==> src/hw/rtl/ecd_pkg.sv <==
package ecd_pkg;

    // default sizes
    localparam int DEF_MAX_CARS  = 16;
    localparam int DEF_MAX_STOPS = 64;

    // request kinds
    localparam logic [1:0] KIND_REG    = 2'd0;
    localparam logic [1:0] KIND_REMOVE = 2'd1;
    localparam logic [1:0] KIND_CALL   = 2'd2;
    localparam logic [1:0] KIND_STATUS = 2'd3;

    // door codes that allow a dispatch
    localparam logic [2:0] DOOR_OPENING = 3'd0;
    localparam logic [2:0] DOOR_CLOSED  = 3'd3;

    // answer codes
    localparam logic [2:0] ANS_ASSIGNED = 3'd0;
    localparam logic [2:0] ANS_UNAVAIL  = 3'd1;
    localparam logic [2:0] ANS_DISPATCH = 3'd2;
    localparam logic [2:0] ANS_REJECT   = 3'd3;
    localparam logic [2:0] ANS_QFULL    = 3'd4;

    // controller to datapath commands
    typedef struct packed {
        logic       load;
        logic       idx_clr;
        logic       idx_inc;
        logic       car_rd;
        logic       car_rd_last;
        logic       car_wr_new;
        logic       car_wr_move;
        logic       hit_save;
        logic       q_rd;
        logic       q_wr_src;
        logic       q_wr_dst;
        logic       q_wr_back;
        logic       stop_save;
        logic       stop_pop;
        logic       emit;
        logic [2:0] answer;
    } t_cmd;

    // datapath to controller status
    typedef struct packed {
        logic [1:0] kind;
        logic       cars_full;
        logic       end_cars;
        logic       end_stops;
        logic       id_match;
        logic       covers;
        logic       q_full;
        logic       q_match;
        logic       ready;
    } t_sts;

endpackage

==> src/hw/rtl/ecd_ctrl.sv <==
module ecd_ctrl (
    input  logic           i_clk,
    input  logic           i_rst_n,
    input  logic           start,
    output logic           busy,
    input  ecd_pkg::t_sts  i_sts,
    output ecd_pkg::t_cmd  o_cmd
);

    typedef enum logic [3:0] {
        S_IDLE, S_DECODE, S_CAR_RD, S_CAR_CHK, S_REM_WR, S_CALL_DEC, S_CALL_DST,
        S_Q_RD, S_Q_CHK, S_SH_RD, S_SH_WR
    } t_state;

    t_state r_state;
    t_state n_state;

    assign busy = (r_state != S_IDLE);

    // next state and commands
    always_comb begin
        n_state = r_state;
        o_cmd   = '0;
        unique case (r_state)
            S_IDLE: begin
                if (start) begin
                    o_cmd.load    = 1'b1;
                    o_cmd.idx_clr = 1'b1;
                    n_state       = S_DECODE;
                end
            end
            S_DECODE: begin
                if (i_sts.kind == ecd_pkg::KIND_REG && i_sts.cars_full) begin
                    o_cmd.emit   = 1'b1;
                    o_cmd.answer = ecd_pkg::ANS_REJECT;
                    n_state      = S_IDLE;
                end else begin
                    n_state = S_CAR_RD;
                end
            end
            S_CAR_RD: begin
                if (i_sts.end_cars) begin
                    n_state = S_IDLE;
                    if (i_sts.kind == ecd_pkg::KIND_REG) begin
                        o_cmd.car_wr_new = 1'b1;
                    end else if (i_sts.kind == ecd_pkg::KIND_CALL) begin
                        o_cmd.emit   = 1'b1;
                        o_cmd.answer = ecd_pkg::ANS_UNAVAIL;
                    end
                end else begin
                    o_cmd.car_rd = 1'b1;
                    n_state      = S_CAR_CHK;
                end
            end
            S_CAR_CHK: begin
                o_cmd.idx_inc = 1'b1;
                n_state       = S_CAR_RD;
                unique case (i_sts.kind)
                    ecd_pkg::KIND_REG: begin
                        if (i_sts.id_match) begin
                            o_cmd.emit   = 1'b1;
                            o_cmd.answer = ecd_pkg::ANS_REJECT;
                            n_state      = S_IDLE;
                        end
                    end
                    ecd_pkg::KIND_REMOVE: begin
                        if (i_sts.id_match) begin
                            o_cmd.hit_save    = 1'b1;
                            o_cmd.car_rd_last = 1'b1;
                            n_state           = S_REM_WR;
                        end
                    end
                    ecd_pkg::KIND_CALL: begin
                        if (i_sts.covers) begin
                            o_cmd.hit_save = 1'b1;
                            n_state        = S_CALL_DEC;
                        end
                    end
                    default: begin
                        if (i_sts.id_match) begin
                            o_cmd.idx_clr = 1'b1;
                            o_cmd.idx_inc = 1'b0;
                            n_state       = i_sts.ready ? S_Q_RD : S_IDLE;
                        end
                    end
                endcase
            end
            S_REM_WR: begin
                o_cmd.car_wr_move = 1'b1;
                n_state           = S_IDLE;
            end
            S_CALL_DEC: begin
                if (i_sts.q_full) begin
                    o_cmd.emit   = 1'b1;
                    o_cmd.answer = ecd_pkg::ANS_QFULL;
                    n_state      = S_IDLE;
                end else begin
                    o_cmd.q_wr_src = 1'b1;
                    n_state        = S_CALL_DST;
                end
            end
            S_CALL_DST: begin
                o_cmd.q_wr_dst = 1'b1;
                o_cmd.emit     = 1'b1;
                o_cmd.answer   = ecd_pkg::ANS_ASSIGNED;
                n_state        = S_IDLE;
            end
            S_Q_RD: begin
                if (i_sts.end_stops) begin
                    n_state = S_IDLE;
                end else begin
                    o_cmd.q_rd = 1'b1;
                    n_state    = S_Q_CHK;
                end
            end
            S_Q_CHK: begin
                o_cmd.idx_inc = 1'b1;
                if (i_sts.q_match) begin
                    o_cmd.stop_save = 1'b1;
                    n_state         = S_SH_RD;
                end else begin
                    n_state = S_Q_RD;
                end
            end
            S_SH_RD: begin
                if (i_sts.end_stops) begin
                    o_cmd.stop_pop = 1'b1;
                    o_cmd.emit     = 1'b1;
                    o_cmd.answer   = ecd_pkg::ANS_DISPATCH;
                    n_state        = S_IDLE;
                end else begin
                    o_cmd.q_rd = 1'b1;
                    n_state    = S_SH_WR;
                end
            end
            S_SH_WR: begin
                o_cmd.q_wr_back = 1'b1;
                o_cmd.idx_inc   = 1'b1;
                n_state         = S_SH_RD;
            end
            default: begin
                n_state = S_IDLE;
            end
        endcase
    end

    // state register
    always_ff @(posedge i_clk) begin
        if (!i_rst_n) begin
            r_state <= S_IDLE;
        end else begin
            r_state <= n_state;
        end
    end

    // every result ends the request
    a_emit_idle: assert property (@(posedge i_clk) disable iff (!i_rst_n)
        o_cmd.emit |=> (r_state == S_IDLE))
        else $error("result not followed by idle");

    // destination stop follows source stop
    a_src_dst: assert property (@(posedge i_clk) disable iff (!i_rst_n)
        o_cmd.q_wr_src |=> o_cmd.q_wr_dst)
        else $error("source stop without destination stop");

    // accepted word goes to decode
    a_accept: assert property (@(posedge i_clk) disable iff (!i_rst_n)
        (start && !busy) |=> (r_state == S_DECODE))
        else $error("accepted word not decoded");

endmodule

==> src/hw/rtl/ecd_dpath.sv <==
module ecd_dpath #(
    parameter int MAX_CARS  = ecd_pkg::DEF_MAX_CARS,
    parameter int MAX_STOPS = ecd_pkg::DEF_MAX_STOPS
) (
    input  logic              i_clk,
    input  logic              i_rst_n,
    input  ecd_pkg::t_cmd     i_cmd,
    output ecd_pkg::t_sts     o_sts,
    input  logic [1:0]        i_kind,
    input  logic [7:0]        i_car_id,
    input  logic signed [7:0] i_lowest_floor,
    input  logic signed [7:0] i_highest_floor,
    input  logic signed [7:0] i_source_floor,
    input  logic signed [7:0] i_target_floor,
    input  logic [2:0]        i_door_state,
    input  logic signed [7:0] i_now_floor,
    input  logic signed [7:0] i_heading_floor,
    output logic              o_strobe,
    output logic [2:0]        o_answer,
    output logic [7:0]        o_chosen_car,
    output logic signed [7:0] o_stop_floor
);

    localparam int CA_W = (MAX_CARS > 1) ? $clog2(MAX_CARS) : 1;
    localparam int CC_W = $clog2(MAX_CARS + 1);
    localparam int QA_W = $clog2(MAX_STOPS);
    localparam int QC_W = $clog2(MAX_STOPS + 1);
    localparam int QX_W = QC_W + 1;
    localparam int IW   = (CC_W > QC_W) ? CC_W : QC_W;

    // car entry: id, lowest, highest
    logic [23:0] r_car_mem [MAX_CARS];
    logic [15:0] r_q_mem [MAX_STOPS];
    logic [23:0] r_car_rd;
    logic [15:0] r_q_rd;

    logic [CC_W-1:0] r_car_cnt;
    logic [QC_W-1:0] r_stop_cnt;
    logic [IW-1:0]   r_idx;
    logic [CA_W-1:0] r_hit;
    logic [7:0]      r_hit_id;
    logic [7:0]      r_stop_floor;

    logic [1:0]        r_kind;
    logic [7:0]        r_id;
    logic signed [7:0] r_lo, r_hi, r_src, r_dst, r_now, r_head;
    logic [2:0]        r_door;

    logic signed [7:0] rd_lo, rd_hi, span_lo, span_hi;
    logic [CC_W-1:0]   last_car;
    logic [QC_W-1:0]   stop_next;
    logic [IW-1:0]     idx_prev;

    assign rd_lo     = r_car_rd[15:8];
    assign rd_hi     = r_car_rd[7:0];
    assign span_lo   = (rd_hi < rd_lo) ? rd_hi : rd_lo;
    assign span_hi   = (rd_hi < rd_lo) ? rd_lo : rd_hi;
    assign last_car  = r_car_cnt - CC_W'(1);
    assign stop_next = r_stop_cnt + QC_W'(1);
    assign idx_prev  = r_idx - IW'(1);

    // status to controller
    always_comb begin
        o_sts.kind      = r_kind;
        o_sts.cars_full = (r_car_cnt == CC_W'(MAX_CARS));
        o_sts.end_cars  = (r_idx == IW'(r_car_cnt));
        o_sts.end_stops = (r_idx == IW'(r_stop_cnt));
        o_sts.id_match  = (r_car_rd[23:16] == r_id);
        o_sts.covers    = (r_src >= span_lo) && (r_src <= span_hi) &&
                          (r_dst >= span_lo) && (r_dst <= span_hi);
        o_sts.q_full    = (QX_W'(r_stop_cnt) + QX_W'(2)) > QX_W'(MAX_STOPS);
        o_sts.q_match   = (r_q_rd[15:8] == r_id);
        o_sts.ready     = (r_door == ecd_pkg::DOOR_CLOSED) ||
                          (r_door == ecd_pkg::DOOR_OPENING) || (r_now == r_head);
    end

    // request word capture
    always_ff @(posedge i_clk) begin
        if (i_cmd.load) begin
            r_kind <= i_kind;
            r_id   <= i_car_id;
            r_lo   <= i_lowest_floor;
            r_hi   <= i_highest_floor;
            r_src  <= i_source_floor;
            r_dst  <= i_target_floor;
            r_door <= i_door_state;
            r_now  <= i_now_floor;
            r_head <= i_heading_floor;
        end
    end

    // car table
    always_ff @(posedge i_clk) begin
        if (i_cmd.car_wr_new) begin
            r_car_mem[r_car_cnt[CA_W-1:0]] <= {r_id, r_lo, r_hi};
        end else if (i_cmd.car_wr_move) begin
            r_car_mem[r_hit] <= r_car_rd;
        end
        if (i_cmd.car_rd) begin
            r_car_rd <= r_car_mem[r_idx[CA_W-1:0]];
        end else if (i_cmd.car_rd_last) begin
            r_car_rd <= r_car_mem[last_car[CA_W-1:0]];
        end
    end

    // stop queue
    always_ff @(posedge i_clk) begin
        if (i_cmd.q_wr_src) begin
            r_q_mem[r_stop_cnt[QA_W-1:0]] <= {r_hit_id, r_src};
        end else if (i_cmd.q_wr_dst) begin
            r_q_mem[stop_next[QA_W-1:0]] <= {r_hit_id, r_dst};
        end else if (i_cmd.q_wr_back) begin
            r_q_mem[idx_prev[QA_W-1:0]] <= r_q_rd;
        end
        if (i_cmd.q_rd) begin
            r_q_rd <= r_q_mem[r_idx[QA_W-1:0]];
        end
    end

    // scan index and saved hits
    always_ff @(posedge i_clk) begin
        if (i_cmd.idx_clr) begin
            r_idx <= '0;
        end else if (i_cmd.idx_inc) begin
            r_idx <= r_idx + IW'(1);
        end
        if (i_cmd.hit_save) begin
            r_hit    <= r_idx[CA_W-1:0];
            r_hit_id <= r_car_rd[23:16];
        end
        if (i_cmd.stop_save) begin
            r_stop_floor <= r_q_rd[7:0];
        end
    end

    // fill counters
    always_ff @(posedge i_clk) begin
        if (!i_rst_n) begin
            r_car_cnt  <= '0;
            r_stop_cnt <= '0;
        end else begin
            if (i_cmd.car_wr_new) begin
                r_car_cnt <= r_car_cnt + CC_W'(1);
            end else if (i_cmd.car_wr_move) begin
                r_car_cnt <= last_car;
            end
            if (i_cmd.q_wr_dst) begin
                r_stop_cnt <= r_stop_cnt + QC_W'(2);
            end else if (i_cmd.stop_pop) begin
                r_stop_cnt <= r_stop_cnt - QC_W'(1);
            end
        end
    end

    // result word
    always_ff @(posedge i_clk) begin
        if (!i_rst_n) begin
            o_strobe <= 1'b0;
        end else begin
            o_strobe <= i_cmd.emit;
        end
        if (i_cmd.emit) begin
            o_answer     <= i_cmd.answer;
            o_stop_floor <= '0;
            unique case (i_cmd.answer)
                ecd_pkg::ANS_UNAVAIL: o_chosen_car <= '0;
                ecd_pkg::ANS_ASSIGNED, ecd_pkg::ANS_QFULL: o_chosen_car <= r_hit_id;
                ecd_pkg::ANS_DISPATCH: begin
                    o_chosen_car <= r_id;
                    o_stop_floor <= r_stop_floor;
                end
                default: o_chosen_car <= r_id;
            endcase
        end
    end

endmodule

==> src/hw/rtl/elevator_call_dispatcher_unit.sv <==
// elevator call dispatcher
// a request word is taken at a rising edge with start high and busy low; kind
// selects register car, remove car, call or status update. busy stays high
// until the request is finished and the next word may follow the cycle after.
// a request gives at most one result word, shown on o_answer, o_chosen_car and
// o_stop_floor for exactly one cycle with o_strobe high; the receiver cannot
// stall, so the result is simply taken in that cycle.
// each car table entry visited takes a registered read, then a compare; each
// stop queue entry scanned or shifted takes a registered read, then a compare
// or a write back. register, remove and call scan the car table only; a status
// update scans the car table and then the stop queue. the single-port car and
// stop memories set this order.
// reset (synchronous, active low) empties the car table and the stop queue by
// clearing their fill counts; no clearing pass is needed.
module elevator_call_dispatcher_unit #(
    parameter int MAX_CARS  = ecd_pkg::DEF_MAX_CARS,
    parameter int MAX_STOPS = ecd_pkg::DEF_MAX_STOPS
) (
    input  logic              i_clk,
    input  logic              i_rst_n,
    input  logic              start,
    output logic              busy,
    input  logic [1:0]        i_kind,
    input  logic [7:0]        i_car_id,
    input  logic signed [7:0] i_lowest_floor,
    input  logic signed [7:0] i_highest_floor,
    input  logic signed [7:0] i_source_floor,
    input  logic signed [7:0] i_target_floor,
    input  logic [2:0]        i_door_state,
    input  logic signed [7:0] i_now_floor,
    input  logic signed [7:0] i_heading_floor,
    output logic              o_strobe,
    output logic [2:0]        o_answer,
    output logic [7:0]        o_chosen_car,
    output logic signed [7:0] o_stop_floor
);

    ecd_pkg::t_cmd cmd;
    ecd_pkg::t_sts sts;

    // sequencer
    ecd_ctrl u_ctrl (
        .i_clk   (i_clk),
        .i_rst_n (i_rst_n),
        .start   (start),
        .busy    (busy),
        .i_sts   (sts),
        .o_cmd   (cmd)
    );

    // tables and result register
    ecd_dpath #(
        .MAX_CARS  (MAX_CARS),
        .MAX_STOPS (MAX_STOPS)
    ) u_dpath (
        .i_clk           (i_clk),
        .i_rst_n         (i_rst_n),
        .i_cmd           (cmd),
        .o_sts           (sts),
        .i_kind          (i_kind),
        .i_car_id        (i_car_id),
        .i_lowest_floor  (i_lowest_floor),
        .i_highest_floor (i_highest_floor),
        .i_source_floor  (i_source_floor),
        .i_target_floor  (i_target_floor),
        .i_door_state    (i_door_state),
        .i_now_floor     (i_now_floor),
        .i_heading_floor (i_heading_floor),
        .o_strobe        (o_strobe),
        .o_answer        (o_answer),
        .o_chosen_car    (o_chosen_car),
        .o_stop_floor    (o_stop_floor)
    );

endmodule

==> config.mk <==
export PLATFORM = sky130hd
export DESIGN_NAME = elevator_call_dispatcher_unit
export DESIGN_NICKNAME = d
export VERILOG_FILES = /design/src/hw/rtl/ecd_pkg.sv /design/src/hw/rtl/ecd_ctrl.sv /design/src/hw/rtl/ecd_dpath.sv /design/src/hw/rtl/elevator_call_dispatcher_unit.sv
export SDC_FILE = /design/constraint.sdc
export NUM_CORES = 2
export LEC_CHECK = 0
export BUFFER_PORTS_ARGS = -buffer_cell sky130_fd_sc_hd__buf_2
export CELL_PAD_IN_SITES_DETAIL_PLACEMENT = 1
export CELL_PAD_IN_SITES_GLOBAL_PLACEMENT = 1
export CORE_ASPECT_RATIO = 0.7
export CORE_MARGIN = 4
export CORE_UTILIZATION = 35
export CTS_CLUSTER_SIZE = 25
export DETAILED_ROUTE_END_ITERATION = 6
export GPL_TIMING_DRIVEN = 0
export PLACE_DENSITY = 0.6
export SETUP_SLACK_MARGIN = 0.1
export SYNTH_ARGS = -nofsm -noshare
export SYNTH_HDL_FRONTEND = slang
export SYNTH_HIERARCHICAL = 1
export SYNTH_SLANG_ARGS = --single-unit
export TNS_END_PERCENT = 100
==> constraint.sdc <==
create_clock -name i_clk -period 12.1 [get_ports i_clk]
set_input_delay 1.815 -clock i_clk [delete_from_list [all_inputs] [get_ports i_clk]]
set_output_delay 1.815 -clock i_clk [all_outputs]
set_load 0.01 [all_outputs]
==> metrics.csv <==
stage,metric,value,unit
timing,fmax,147,MHz
clocking,clock buffer depth,3,
yosys,Syn Nets,3141,
yosys,top post-synthesis cells by count,"edfxtp_1 (1548), mux4_2 (576), nor2_1 (125)",
yosys,cell with the most instances after synthesis,edfxtp_1,
finish,Synth-to-Final Area Change,16.1,%
timing,Max Slew Vio Count,0,
setup_path,"Arr. time, crit path",7280,ps
setup_path,CP max stage cell,clkbuf_1,
setup_path,cell-by-cell trace of the critical path,clkbuf_1 -> clkbuf_1 -> clkbuf_1 -> xor2_1 -> nor4_1 -> and3_1 -> nand2b_1 -> clkbuf_1 -> clkbuf_1 -> nand2_1 -> nand2_1,
setup_path,Setup CP Type,register to register,
global_routing,vias in the first global route,34242,
hold_path,hold path cells,0,
setup_path,Crit Path Max Fanout,16,
power_and_ir_drop,worst vdd ir,0.000141,V
route,DRT Pass-1 Iters,5,
global_routing,overall routing resource usage,0.197,
route,via count,33992,
yosys,Synth cell types,69,
floorplan,Die Wd,524,um
finish,fin nets,3475,
placement,routability cong.,0.867,
hold_path,Worst Hold Class,register to register,
run_status,status,"finished, final reports clean",
clocking,CTS hold repair buffers,0,
placement,PortBufs,84,
route,routed length per instance,32.1,um
finish,fillers,17486,
route,DRC,0,
clocking,Post-CTS Resized,0,
floorplan,row cnt,132,
finish,layout cell share with drive strength beyond 1,0.331,
clocking,"Setup Fix Bufs, Post-CTS",0,
setup_path,"Data required, critical path",12560,ps
yosys,Synth Cell Area,65400,um2
setup_path,Startpoint Class,register,
floorplan,die height,370,um
timing,final clock skew,80.2,ps
floorplan,core area,185000,um2
setup_path,CP peak stage delay,1010,ps
run,Max-cap violations,0,
setup_path,R2R setup slack,5280,ps
global_routing,first-pass GRT wire length,270000,um
finish,Seq. cell area,47000,um2
power_and_ir_drop,Power Density,149,nW/um2
yosys,Yosys Warn Count,6,
floorplan,top-level port count,85,
timing,"Min Clock Period, post-route",6820,ps
timing,period utilization,0.563,
yosys,"Primary FF master, synth",edfxtp_1,
timing,Worst Hold Margin,438,ps
clocking,H-tree levels,4,
yosys,Post-Syn Area per Cell,21.6,um2
route,via-per-instance ratio,5.69,
route,WL final,192000,um
placement,Placement Cell Area,70800,um2
clocking,Worst-path clk slew,60,ps
placement,detailed-placement wirelength estimate,132000,um
global_routing,initial antenna violation count,20,
finish,Final Cell Area,75900,um2
clocking,CTS tree,done,
setup_path,cell with the most instances on the worst path,clkbuf_1,
clocking,root buf cell,clkbuf_16,
finish,multi-input logic area,17800,um2
floorplan,Initial Util,0.353,
yosys,Yosys reg bits,1576,
route,DR iter-0 viols,4506,
yosys,Area contributors post-synth,"edfxtp_1 (71%), mux4_2 (20%), ha_1 (0.90%)",
timing,Worst-Margin Slew,1450,ps
global_routing,gr ovfl total,0,
timing,final hold violations,0,
setup_path,kind of end point of the critical path,register,
timing,Slew HR,0.0307,
yosys,Synth Instances,3030,
setup_path,FF-to-FF path depth,11,
clocking,total CTS buffers,156,
yosys,register area share after synthesis,0.720,
clocking,clk sinks,1576,
yosys,Post-synth EDFFs,1548,
yosys,Yosys top cell by area,edfxtp_1,
yosys,area share of the largest cell type after synthesis,0.711,
global_routing,largest net degree at the start of global routing,65,
power_and_ir_drop,leak pwr,0.0228,uW
yosys,"FFs w/ async S/R, synth",0,
timing,Setup Viol. Count Final,0,
clocking,Clock Latency Late Sink,810,ps
floorplan,Die ar.,194000,um2
timing,setup repair after global routing missed its margin,false,
route,DRT antenna net count,0,
cell usage in the layout, fill, tap and decap left out, drive strengths merged, types with 12 or more instances in the layout:
cell type,instances
mux2,36
dfxtp,28
a21oi,30
nand2,114
buf,234
nand3,18
edfxtp,1548
nand4,12
mux2i,18
ha,47
nor3,12
clkinv,67
mux4,576
xor2,17
a31oi,13
nor2,125
inv,41
nor2b,17
clkbuf,308
xnor2,49
o21ai,33
and2,18
state kept, by name, indices dropped and copies added (netlist names), 8 cells and up, named ones only:
name,flops
u_dpath/r_dst,8
u_dpath/r_car_rd,24
u_dpath/r_car_mem,384
u_dpath/r_lo,8
u_dpath/r_hi,8
u_dpath/r_hit_id,8
u_dpath/r_head,8
u_dpath/o_chosen_car,8
u_dpath/r_q_mem,1024
u_dpath/r_stop_floor,8
u_dpath/r_src,8
u_dpath/r_q_rd,16
u_dpath/r_now,8
u_dpath/o_stop_floor,8
u_dpath/r_id,8
cell type report:
cell class                      count  share of cell area
Clock buffer                      199              0.0548
Multi-Input combinational cell   1253               0.235
Inverter                           34             0.00168
Clock inverter                     88              0.0107
Tap cell                         2479              0.0409
Buffer                            167              0.0103
Antenna cell                        5            0.000165
Timing Repair Buffer              176              0.0265
Sequential cell                  1576               0.620
path summary, 6_finish.rpt:
path	start	end
hold reg to reg	u_dpath/r_idx[2]	u_dpath/r_hit[2]
hold / removal	u_dpath/r_idx[2]	u_dpath/r_hit[2]
setup reg to reg	u_dpath/r_idx[1]	u_dpath/r_car_mem[11][17]
setup / recovery	u_dpath/r_idx[1]	u_dpath/r_car_mem[11][17]
metal layers:
layer | wire length [um] | GRT usage | share of wire
met1 | 88000 | 0.307 | 0.46
met2 | 80600 | 0.271 | 0.42
met3 | 20300 | 0.0592 | 0.11
met4 | 3160 | 0.0393 | 0.016
met5 | 14 | 0 | 0.000073
per-stage QoR:
step	std cells	utilization	setup WS, ps	total power [uW]	setup TNS, ps
2_1_floorplan	3030	-	6130	6410	0
3_3_place_gp	5593	0.372	-346	6600	-29740
3_5_place_dp	5684	0.382	5410	6620	0
4_1_cts	5971	0.409	5350	11400	0
5_1_grt	5973	0.409	5010	11700	0
6_report	5977	0.409	5280	11300	0
logic make-up (layout without fill, tap and decap cells):
family                   Yosys count  count (layout)  share of synthesized area
flip-flops                      1576            1576                      0.720
multiplexers                     630             630                      0.207
AND/OR/NAND/NOR                  370             370                     0.0267
buffers and inverters            201             664                     0.0138
AO/OA/AOI/OAI                    136             136                     0.0137
XOR/XNOR                          66              66                    0.00884
adder cells (fa/ha/maj)           51              51                    0.00961
other                              0               5                          0
power by group:
group	internal [uW]	total, uW	leakage, uW	switching, uW
logic	185	468	0.00618	283
registers	6010	6030	0.0142	21.5
clock network	2630	4770	0.00241	2140
worst max-delay path: cells and delay by family, from the launching register on:
family	cells	cell delay [ps]
xor+xnor	1	140
buf+inv	5	3870
flops	1	370
simple gates	5	2090
(Power assumes the default switching activity.)
